**src/rtl/sgc_pkg.sv**
```systemverilog
// ----------------------------------------------------------------------------
// sgc_pkg: shared types and constants of the scatter-gather coalescer
// Field widths, the request and result records, and the result push bundle.
// ----------------------------------------------------------------------------
package sgc_pkg;

    localparam int FRAME_W  = 52;
    localparam int OFFSET_W = 12;
    localparam int BYTES_W  = 32;
    localparam int ADDR_W   = 64;
    localparam int LEN_W    = 32;
    localparam int INDEX_W  = 8;
    localparam int COUNT_W  = 9;

    // Result queue depth; one request pushes at most two results.
    localparam int QUEUE_DEPTH = 4;
    localparam int QPTR_W      = $clog2(QUEUE_DEPTH);
    localparam int QCNT_W      = $clog2(QUEUE_DEPTH + 1);

    localparam logic STATUS_OK       = 1'b0;
    localparam logic STATUS_OVERFLOW = 1'b1;

    typedef struct packed {
        logic [FRAME_W-1:0]  page_frame;
        logic [OFFSET_W-1:0] desc_offset;
        logic [BYTES_W-1:0]  desc_bytes;
        logic                first_page;
        logic                last_page;
        logic                list_start;
        logic                list_end;
    } sgc_item_t;

    typedef struct packed {
        logic [ADDR_W-1:0]  element_address;
        logic [LEN_W-1:0]   element_length;
        logic [INDEX_W-1:0] element_index;
        logic               status;
        logic               list_done;
    } sgc_result_t;

    // Up to two results from one request, in order; b is valid only with a.
    typedef struct packed {
        logic        a_valid;
        logic        b_valid;
        sgc_result_t a;
        sgc_result_t b;
    } sgc_push_t;

endpackage

```
**src/rtl/scatter_gather_coalescer.sv**
```systemverilog
// ----------------------------------------------------------------------------
// scatter_gather_coalescer: scatter-gather list coalescing
// Merges per-page descriptor ranges into contiguous list elements.
// ----------------------------------------------------------------------------
//
//  channel   handshake                  payload
//  -------   ------------------------   -----------------------------------------
//  item      item_valid / item_stall    page_frame desc_offset desc_bytes
//                                       first_page last_page list_start list_end
//  result    result_valid / result_stall element_address element_length
//                                       element_index status list_done
//  config    cfg_write                  cfg_data (max_elements)
//
//  A request is taken every cycle while the result queue has room for two
//  more results; each request yields zero, one or two results.
//  A request is registered in the input register on accept, then merged and
//  written into the result queue once the queue has room; the queue head
//  drives the result port directly.
//  The result queue (four entries) sets the rate under a stalled output:
//  requests stall once more than two results are waiting.
//  Reset clears the open element, element count, overflow flag and queue;
//  capacity resets to the largest allowed value.
// ----------------------------------------------------------------------------
module scatter_gather_coalescer
    import sgc_pkg::*;
#(
    parameter int PAGE_BITS    = 12,
    parameter int MAX_ELEMENTS = 256
)
(
    input  logic                clk,
    input  logic                rst_n,

    input  logic                item_valid,
    output logic                item_stall,
    input  logic [FRAME_W-1:0]  page_frame,
    input  logic [OFFSET_W-1:0] desc_offset,
    input  logic [BYTES_W-1:0]  desc_bytes,
    input  logic                first_page,
    input  logic                last_page,
    input  logic                list_start,
    input  logic                list_end,

    output logic                result_valid,
    input  logic                result_stall,
    output logic [ADDR_W-1:0]   element_address,
    output logic [LEN_W-1:0]    element_length,
    output logic [INDEX_W-1:0]  element_index,
    output logic                status,
    output logic                list_done,

    input  logic                cfg_write,
    input  logic [COUNT_W-1:0]  cfg_data
);

    // Capacity never exceeds the element index range or the build limit.
    localparam int CAP_LIMIT = (MAX_ELEMENTS < 256) ? MAX_ELEMENTS : 256;
    localparam logic [COUNT_W-1:0] CAP_MAX = COUNT_W'(CAP_LIMIT);

    sgc_item_t          item_reg;
    logic               item_valid_reg, item_valid_next;
    logic [COUNT_W-1:0] cap_reg, cap_next;

    logic               accept;
    logic               fire;
    logic               room;
    logic [ADDR_W-1:0]  start;
    logic [LEN_W-1:0]   len;
    sgc_push_t          push;
    sgc_result_t        out_data;

    // Hold the input register until the merge step can push its results.
    assign fire       = item_valid_reg && room;
    assign item_stall = item_valid_reg && !fire;
    assign accept     = item_valid && !item_stall;

    always_comb
    begin
        item_valid_next = item_valid_reg;
        if (accept)
            item_valid_next = 1'b1;
        else if (fire)
            item_valid_next = 1'b0;
    end

    // Clamp the written capacity once, at the write: zero counts as one.
    always_comb
    begin
        cap_next = cap_reg;
        if (cfg_write)
        begin
            priority if (cfg_data == '0)
                cap_next = COUNT_W'(1);
            else if (cfg_data > CAP_MAX)
                cap_next = CAP_MAX;
            else
                cap_next = cfg_data;
        end
    end

    always_ff @(posedge clk or negedge rst_n)
    begin
        if (!rst_n)
        begin
            item_valid_reg <= 1'b0;
            cap_reg        <= CAP_MAX;
        end
        else
        begin
            item_valid_reg <= item_valid_next;
            cap_reg        <= cap_next;
        end
    end

    // Payload capture; no reset needed.
    always_ff @(posedge clk)
    begin
        if (accept)
        begin
            item_reg.page_frame  <= page_frame;
            item_reg.desc_offset <= desc_offset;
            item_reg.desc_bytes  <= desc_bytes;
            item_reg.first_page  <= first_page;
            item_reg.last_page   <= last_page;
            item_reg.list_start  <= list_start;
            item_reg.list_end    <= list_end;
        end
    end

    sgc_page_range #(
        .PAGE_BITS (PAGE_BITS)
    ) u_range (
        .item  (item_reg),
        .start (start),
        .len   (len)
    );

    sgc_merge u_merge (
        .clk   (clk),
        .rst_n (rst_n),
        .fire  (fire),
        .item  (item_reg),
        .start (start),
        .len   (len),
        .cap   (cap_reg),
        .push  (push)
    );

    sgc_result_queue u_queue (
        .clk       (clk),
        .rst_n     (rst_n),
        .push      (push),
        .room      (room),
        .out_valid (result_valid),
        .out_stall (result_stall),
        .out_data  (out_data)
    );

    assign element_address = out_data.element_address;
    assign element_length  = out_data.element_length;
    assign element_index   = out_data.element_index;
    assign status          = out_data.status;
    assign list_done       = out_data.list_done;

endmodule

```
**src/rtl/sgc_page_range.sv**
```systemverilog
// ----------------------------------------------------------------------------
// sgc_page_range: physical byte range of one page
// Start address and length covered by the descriptor on this page.
// ----------------------------------------------------------------------------
module sgc_page_range
    import sgc_pkg::*;
#(
    parameter int PAGE_BITS = 12
)
(
    input  sgc_item_t          item,
    output logic [ADDR_W-1:0]  start,
    output logic [LEN_W-1:0]   len
);

    localparam logic [OFFSET_W-1:0] OFF_MASK   = OFFSET_W'((64'd1 << PAGE_BITS) - 64'd1);
    localparam logic [LEN_W-1:0]    PAGE_BYTES = LEN_W'(64'd1 << PAGE_BITS);
    localparam logic [LEN_W-1:0]    PAGE_MASK  = PAGE_BYTES - LEN_W'(1);

    logic [OFFSET_W-1:0] off;
    logic [ADDR_W-1:0]   frame_base;
    logic [LEN_W-1:0]    tail_len;

    assign off        = item.desc_offset & OFF_MASK;
    assign frame_base = ADDR_W'({{(ADDR_W-FRAME_W){1'b0}}, item.page_frame} << PAGE_BITS);
    // offset is below the page size, so OR equals add on the zeroed low bits
    assign start      = item.first_page ? (frame_base | ADDR_W'(off)) : frame_base;
    assign tail_len   = (item.desc_bytes + LEN_W'(off)) & PAGE_MASK;

    always_comb
    begin
        unique case ({item.first_page, item.last_page})
            2'b11:   len = item.desc_bytes;
            2'b10:   len = PAGE_BYTES - LEN_W'(off);
            2'b01:   len = (tail_len == '0) ? PAGE_BYTES : tail_len;
            default: len = PAGE_BYTES;
        endcase
    end

endmodule

```
**src/rtl/sgc_merge.sv**
```systemverilog
// ----------------------------------------------------------------------------
// sgc_merge: open element state and coalescing decision
// Extend or close the open element, count elements, handle overflow.
// ----------------------------------------------------------------------------
module sgc_merge
    import sgc_pkg::*;
(
    input  logic               clk,
    input  logic               rst_n,
    input  logic               fire,
    input  sgc_item_t          item,
    input  logic [ADDR_W-1:0]  start,
    input  logic [LEN_W-1:0]   len,
    input  logic [COUNT_W-1:0] cap,
    output sgc_push_t          push
);

    logic [ADDR_W-1:0]  open_addr_reg, open_addr_next;
    logic [ADDR_W-1:0]  open_end_reg,  open_end_next;
    logic [LEN_W-1:0]   open_len_reg,  open_len_next;
    logic [COUNT_W-1:0] count_reg,     count_next;
    logic               overflowed_reg, overflowed_next;

    logic [COUNT_W-1:0] count_eff;
    logic               drop;
    logic               open_new;
    logic [ADDR_W-1:0]  addr_eff;
    logic [ADDR_W-1:0]  end_eff;
    logic [LEN_W-1:0]   len_eff;
    logic [COUNT_W-1:0] cnt_eff;
    logic [LEN_W:0]     sum;
    logic               extend;
    logic               full;
    sgc_result_t        old_res;
    sgc_result_t        final_res;
    sgc_result_t        ovf_res;

    always_comb
    begin
        count_eff = item.list_start ? '0 : count_reg;
        drop      = !item.list_start && overflowed_reg;
        open_new  = (count_eff == '0);
        addr_eff  = open_new ? start : open_addr_reg;
        end_eff   = open_new ? start : open_end_reg;
        len_eff   = open_new ? '0 : open_len_reg;
        cnt_eff   = open_new ? COUNT_W'(1) : count_eff;
        sum       = {1'b0, len_eff} + {1'b0, len};
        extend    = (end_eff == start) && !sum[LEN_W];
        full      = (cnt_eff >= cap);

        open_addr_next  = open_addr_reg;
        open_end_next   = open_end_reg;
        open_len_next   = open_len_reg;
        count_next      = count_reg;
        overflowed_next = overflowed_reg;

        if (fire && !drop)
        begin
            overflowed_next = 1'b0;
            open_end_next   = start + ADDR_W'(len);
            if (extend)
            begin
                open_addr_next = addr_eff;
                open_len_next  = sum[LEN_W-1:0];
                count_next     = cnt_eff;
            end
            else if (full)
            begin
                overflowed_next = 1'b1;
                count_next      = '0;
            end
            else
            begin
                open_addr_next = start;
                open_len_next  = len;
                count_next     = cnt_eff + COUNT_W'(1);
            end
            if (item.list_end && (extend || !full))
                count_next = '0;
        end

        old_res.element_address = addr_eff;
        old_res.element_length  = len_eff;
        old_res.element_index   = INDEX_W'(cnt_eff - COUNT_W'(1));
        old_res.status          = STATUS_OK;
        old_res.list_done       = 1'b0;

        final_res.element_address = extend ? addr_eff : start;
        final_res.element_length  = extend ? sum[LEN_W-1:0] : len;
        final_res.element_index   = extend ? INDEX_W'(cnt_eff - COUNT_W'(1))
                                           : INDEX_W'(cnt_eff);
        final_res.status          = STATUS_OK;
        final_res.list_done       = 1'b1;

        ovf_res.element_address = '0;
        ovf_res.element_length  = '0;
        ovf_res.element_index   = '0;
        ovf_res.status          = STATUS_OVERFLOW;
        ovf_res.list_done       = 1'b1;

        if (extend)
        begin
            push.a_valid = fire && !drop && item.list_end;
            push.b_valid = 1'b0;
            push.a       = final_res;
            push.b       = final_res;
        end
        else
        begin
            push.a_valid = fire && !drop;
            push.b_valid = fire && !drop && (full || item.list_end);
            push.a       = old_res;
            push.b       = full ? ovf_res : final_res;
        end
    end

    always_ff @(posedge clk or negedge rst_n)
    begin
        if (!rst_n)
        begin
            open_addr_reg  <= '0;
            open_end_reg   <= '0;
            open_len_reg   <= '0;
            count_reg      <= '0;
            overflowed_reg <= 1'b0;
        end
        else
        begin
            open_addr_reg  <= open_addr_next;
            open_end_reg   <= open_end_next;
            open_len_reg   <= open_len_next;
            count_reg      <= count_next;
            overflowed_reg <= overflowed_next;
        end
    end

endmodule

```
**src/rtl/sgc_result_queue.sv**
```systemverilog
// ----------------------------------------------------------------------------
// sgc_result_queue: small result FIFO
// Take up to two results per cycle, deliver one per handshake.
// ----------------------------------------------------------------------------
module sgc_result_queue
    import sgc_pkg::*;
(
    input  logic        clk,
    input  logic        rst_n,
    input  sgc_push_t   push,
    output logic        room,
    output logic        out_valid,
    input  logic        out_stall,
    output sgc_result_t out_data
);

    sgc_result_t       entry_reg [QUEUE_DEPTH];
    logic [QPTR_W-1:0] wptr_reg, wptr_next;
    logic [QPTR_W-1:0] rptr_reg, rptr_next;
    logic [QCNT_W-1:0] cnt_reg,  cnt_next;
    logic [QPTR_W-1:0] wptr_b;
    logic [QCNT_W-1:0] push_n;
    logic              pop;

    assign room      = (cnt_reg <= QCNT_W'(QUEUE_DEPTH - 2));
    assign out_valid = (cnt_reg != '0);
    assign out_data  = entry_reg[rptr_reg];
    assign pop       = out_valid && !out_stall;
    assign push_n    = QCNT_W'(push.a_valid) + QCNT_W'(push.b_valid);
    assign wptr_b    = wptr_reg + QPTR_W'(1);
    assign wptr_next = wptr_reg + QPTR_W'(push_n);
    assign rptr_next = rptr_reg + QPTR_W'(pop);
    assign cnt_next  = cnt_reg + push_n - QCNT_W'(pop);

    always_ff @(posedge clk)
    begin
        if (push.a_valid)
            entry_reg[wptr_reg] <= push.a;
        if (push.b_valid)
            entry_reg[wptr_b] <= push.b;
    end

    always_ff @(posedge clk or negedge rst_n)
    begin
        if (!rst_n)
        begin
            wptr_reg <= '0;
            rptr_reg <= '0;
            cnt_reg  <= '0;
        end
        else
        begin
            wptr_reg <= wptr_next;
            rptr_reg <= rptr_next;
            cnt_reg  <= cnt_next;
        end
    end

endmodule
```
**config.mk**
```make
export PLATFORM = sky130hd
export DESIGN_NAME = scatter_gather_coalescer
export DESIGN_NICKNAME = d
export VERILOG_FILES = /design/src/rtl/sgc_pkg.sv /design/src/rtl/scatter_gather_coalescer.sv /design/src/rtl/sgc_page_range.sv /design/src/rtl/sgc_merge.sv /design/src/rtl/sgc_result_queue.sv
export SDC_FILE = /design/constraint.sdc
export NUM_CORES = 1
export LEC_CHECK = 0
export BUFFER_PORTS_ARGS = -buffer_cell sky130_fd_sc_hd__buf_2
export CAP_MARGIN = 20
export CORE_ASPECT_RATIO = 0.7
export CORE_MARGIN = 2
export CORE_UTILIZATION = 30
export CTS_CLUSTER_SIZE = 12
export DETAILED_ROUTE_END_ITERATION = 10
export PLACE_DENSITY_LB_ADDON = 0.08
export RECOVER_POWER = 100
export SLEW_MARGIN = 10
export SYNTH_ARGS = -nofsm -noshare
export SYNTH_HDL_FRONTEND = slang
export SYNTH_SLANG_ARGS = --single-unit
```
**constraint.sdc**
```tcl
create_clock -name clk -period 10.5 [get_ports clk]
set_input_delay 1.05 -clock clk [delete_from_list [all_inputs] [get_ports clk]]
set_output_delay 1.05 -clock clk [all_outputs]
set_load 0.1 [all_outputs]
```
# Word level (Yosys, flattened, before mapping)
# Memories as Yosys holds them, arrays and structs flattened.
# Index checks and enable logic that the tools add are counted.
# totals
ramBits,424
register_bits,287
out_inout_bits,108
input_bits,114
memories,1
wordCells,94
# memory_table
name,depth,word_bits,read_ports,rd_clocked_by_memory_dff,write_ports,line,source
u_queue.entry_reg,4,106,1,0,2,sgc_result_queue.sv:17,sgc_result_t entry_reg [QUEUE_DEPTH];
# op_classes
mux,30
addsub,12
order_cmp,3
eq_ne,5
reduce_logical,25
bitwise,1
# ops
op,count
$mux 64,6
$mux 214,1
$mux 32,4
$mux 106,1
$pmux 32 s3,1
$add 64x32->64,1
$eq 64x64->1,1
$or 64x12->64,1
$mux 9,7
$add 32x32->33,1
$logic_not 32->1,1
$logic_not 9->1,2
$sub 13x12->14 const A,1
$mux 13,1
$add 12x12->12,1
$logic_and 1x1->1,10
$add 9x1->9 const B,1
$ge 9x9->1,1
$gt 9x9->1 const B,1
$mux 1,8
$mux 8,1
$sub 8x1->8 const B,1
$logic_not 1->1,7
$eq 2x2->1 const B,2
other kinds (13),14

# Depth between registers and ports, before layout
# depth
depth_word,13
depth_mapped,28
mapped_depth_nobuf,26

# Cells and area by module
# A second synthesis with hierarchy kept.
# hier_totals
hier_cells,3233
hier_area_um2,40690.3
# by_module_without_submodules
mod,area_per_inst_um2,seq_area_each_um2,n_inst,cells_each
sgc_result_queue,20754.9,12907.4,1,1064
sgc_merge,14861.8,4254.1,1,1781
scatter_gather_coalescer,3455.8,3254.4,1,147
sgc_page_range,1617.8,0.0,1,241

# Worst setup path before layout
# No wires, ideal clock.
# synth_path
kind,reg-to-reg
start,register item_reg[36] in the netlist's numbering
end,memory u_queue.entry_reg[2][100] in the netlist's numbering (enable)
required_time_ns,9.528
t_arrival_ns,6.287
setup_slack_ns,3.241
synth_period_minus_slack_ns,7.259
path_stages_with_launch,22
n_path_buf,1
path_cell_list,edfxtp_1 ha_1 fa_1 a21o_1 a21oi_1 o21ai_0 a31o_2 xor2_1 or4_1 nor4_1 a41oi_1 inv_1 ha_1 nand4_1 nor3_1 a32oi_1 o21ai_2 nor4_4 nor2_4 o21ai_1 clkbuf_1 nand2_1
# synth_rtl
item,line,source
"start, declared",scatter_gather_coalescer.sv:60,sgc_item_t item_reg;
"end, declared",sgc_result_queue.sv:17,

==> impl_metrics.env <==
export IMPL_synth_edff_count=520
export IMPL_h_tree_depth=3
export IMPL_syn_num_nets=3414
export IMPL_antenna_found_initial=1
export IMPL_drc=0
export IMPL_critPathRequiredTime_ns=10.92
export IMPL_grt_max_degree=78
export IMPL_status="finished, violations left"
export IMPL_post_cts_buffers=0
export IMPL_dr_pass1_iters=5
export IMPL_clock_path_buffers=3
export IMPL_synth_async_reset_ratio_pct=26.3
export IMPL_tightest_slew_ns=5.53
export IMPL_grt_pass1_wl_um=200000
export IMPL_syn_inst=3207
export IMPL_endpoint_kind="register"
export IMPL_violations="capacitance limit, slew limit"
export IMPL_report_final_slew_viol_count=716
export IMPL_fin_skew_ns=0.0251
export IMPL_synth_top_family_by_area="compound AO/OA/AOI/OAI gates"
export IMPL_power_density_nw_per_um2=314
export IMPL_setup_violations_final=0
export IMPL_yosys_warnings=0
export IMPL_fill_cells=12300
export IMPL_crit_arrival_ns=9.07
export IMPL_cap_violations=16
export IMPL_p_leak_nw=15.9
export IMPL_ys_seq_area_share_pct=54.4
export IMPL_dp_hpwl_um=93800
export IMPL_p_total_mw=13.4
export IMPL_grt_ovfl_total=0
export IMPL_hold_class="reg -> reg"
export IMPL_ys_flop_type="edfxtp_1"
export IMPL_synth_fa_ha_area_share_pct=3.15
export IMPL_synth_area_mux_share_pct=7.06
export IMPL_layout_drive_gt1_share_pct=13.6
export IMPL_ant_nets=0
export IMPL_holdBufCountCts=0
export IMPL_fin_tns_setup_ns=0
export IMPL_die_width_um=426
export IMPL_synthesis_area_um2=37500
export IMPL_syn_mean_instance_area_um2=11.7
export IMPL_cp_max_fo=57
export IMPL_synth_simple_area_share_pct=10.2
export IMPL_tritoncts="built"
export IMPL_finalCriticalPeriod_ns=8.65
export IMPL_vias=28100
export IMPL_totalWireLength_um=140000
export IMPL_largest_reg_flops=424
export IMPL_synth_seq_cells=711
export IMPL_critPathKind="reg -> reg"
export IMPL_cp_start_kind="register"
export IMPL_post_cts_resized=0
export IMPL_synthXorXnorAreaFrac_pct=4.16
export IMPL_coreArea_um2=124000
export IMPL_fin_nets=3533
export IMPL_clock_latency_ns=0.68
export IMPL_synth_cell_types=88
export IMPL_clock_fmax_mhz=116
export IMPL_slew_headroom_pct=-269
export IMPL_clock_root_buffer="clkbuf_16"
export IMPL_cts_buffers=81
export IMPL_grtUsageTotal_pct=21.4
export IMPL_initial_core_util_pct=30.2
export IMPL_area_growth_pct=14.0
export IMPL_period_share_pct=82.4
export IMPL_irDropWorstVdd_uv=215
export IMPL_synthTopCellsByArea="edfxtp_1 (42%), dfrtp_1 (12%), a22o_1 (6.5%), mux4_2 (6.4%), nand2_1 (4.2%)"
export IMPL_hold_violations=0
export IMPL_wl_per_cell_um=27.7
export IMPL_setup_slack_ns=1.85
export IMPL_io_pins=222
export IMPL_clock_sinks=711
export IMPL_die_h_um=300
export IMPL_die_area_um2=128000
export IMPL_place_congestion=0.873
export IMPL_avgViaCountPerCell=5.57
export IMPL_clkTransAtPathRegs_ns=0.06
export IMPL_portBuffers=221
export IMPL_synth_largest_area_cell="edfxtp_1"
export IMPL_grt_pass1_vias=27500
export IMPL_post_place_ws_ns=2.91
export IMPL_rsz0062_at_grt="no"
export IMPL_synth_compound_area_share_pct=17.5
export IMPL_yosysTopAreaCellShare_pct=41.7
export IMPL_dr_first_iter_drc_count=2809
export IMPL_rrSetupSlack_ns=1.85
export IMPL_fp_row_count=108
per-stage QoR:
| step | instances | hold WS, ns | util [%] | instance area (µm²) |
|---|---|---|---|---|
| 3_3_place_gp | 4892 | 0.449 | 32.5 | 40300 |
| 6_report | 5044 | 0.473 | 34.5 | 42700 |
| 4_1_cts | 5042 | 0.461 | 34.7 | 43000 |
| 2_1_floorplan | 3207 | 0.436 | - | 37500 |
| 5_1_grt | 5043 | 0.500 | 34.5 | 42700 |
| 3_5_place_dp | 4892 | 0.459 | 32.5 | 40300 |
metal layers:
| layer | vias to the layer above | global-route usage, % | share of wire [%] |
|---|---|---|---|
| li1 | 12400 | - | - |
| met1 | 14400 | 33.5 | 49 |
| met2 | 1093 | 30.6 | 42 |
| met3 | 173 | 3.87 | 6.6 |
| met4 | 0 | 4.40 | 1.9 |
| met5 | - | 0 | 0 |
worst max-delay path: stages (launching register included):
cell and delay [ns]:
edfxtp_1 0.58, ha_1 0.36, a21o_1 0.17, a21oi_1 0.20
a2bb2oi_1 0.27, a21boi_0 0.20, a311oi_1 0.32, o21bai_1 0.11
xnor2_1 0.16, o21ai_0 0.95, ha_1 0.46, a21oi_1 0.23
o21ai_0 0.21, a32oi_1 0.19, o21ai_0 0.20, o21a_1 0.30
o21ai_0 0.16, clkbuf_1 0.60, or2_2 0.69, o21ai_4 0.27
clkbuf_2 0.95, a32o_1 0.65
layout by cell type, fill, tap and decap left out, types with 91 or more instances in the layout:
cell type / synthesis / routed
nor2_1: 122 / 118
xnor2_1: 95 / 95
o22ai_1: 124 / 124
a21oi_1: 122 / 122
nand2_1: 424 / 420
clkbuf_1: 175 / 128
edfxtp_1: 520 / 520
buf_2: 51 / 131
mux4_2: 106 / 106
dfrtp_1: 186 / 185
ha_1: 91 / 91
o21ai_0: 171 / 183
a22o_1: 279 / 279
worst paths after layout:
| kind | start | to | cells past startpoint |
|---|---|---|---|
| worst min-delay path | u_queue.entry_reg[1][0] | u_queue.entry_reg[1][0] | 1 |
| max in group asynchronous | rst_n | u_merge.open_end_reg[15] | 1 |
| worst min register to register | u_queue.entry_reg[1][0] | u_queue.entry_reg[1][0] | 1 |
| min in group asynchronous | rst_n | u_merge.open_addr_reg[55] | 1 |
| worst max register to register | item_reg[37] | u_queue.entry_reg[3][43] | 21 |
| worst max-delay path | item_reg[37] | u_queue.entry_reg[3][43] | 21 |
where the power goes:
part           leakage, nW  total, mW  switching (mW)  internal [mW]
Clock                 1.28       2.93            1.24           1.69
Sequential            7.30       4.29           0.598           3.69
Combinational         7.36       6.19            4.63           1.56
cells by family (layout without fill, tap and decap cells):
logic type	after synthesis	count (layout)
compound gates	939	939
xor+xnor	178	178
mux	130	130
simple gates	825	825
other cells	0	1
flops	711	711
fa+ha+maj	93	93
buf+inv	331	517
synthesized netlist by cell type, types with 19 or more instances:
library cell / n
o22ai_1: 124
mux4_2: 106
o21ai_1: 27
nand2_1: 424
a22o_1: 279
a21o_1: 43
xor2_1: 83
nand2b_1: 19
nor2_1: 122
nor3_1: 42
nand4_1: 22
nor4_1: 25
edfxtp_1: 520
ha_1: 91
o21ai_0: 171
nand3_1: 37
a22oi_1: 21
inv_1: 82
dfrtp_1: 186
a21oi_1: 122
and3_1: 21
xnor2_1: 95
buf_2: 51
clkbuf_1: 175
and2_1: 48
buf_1: 20
area by class of cell:
type                       count  area [µm²]  share of cell area (%)
sequential                   711       20400                    47.7
multi-input combinational   2165       15800                    37.1
clock buffer                 113        2260                    5.29
tap                         1650        2060                    4.83
timing repair buffer         284        1460                    3.41
clock inverter                37         418                   0.978
inverter                      83         312                   0.729
antenna                        1        2.50                 0.00586
(Power assumes the default switching activity.)
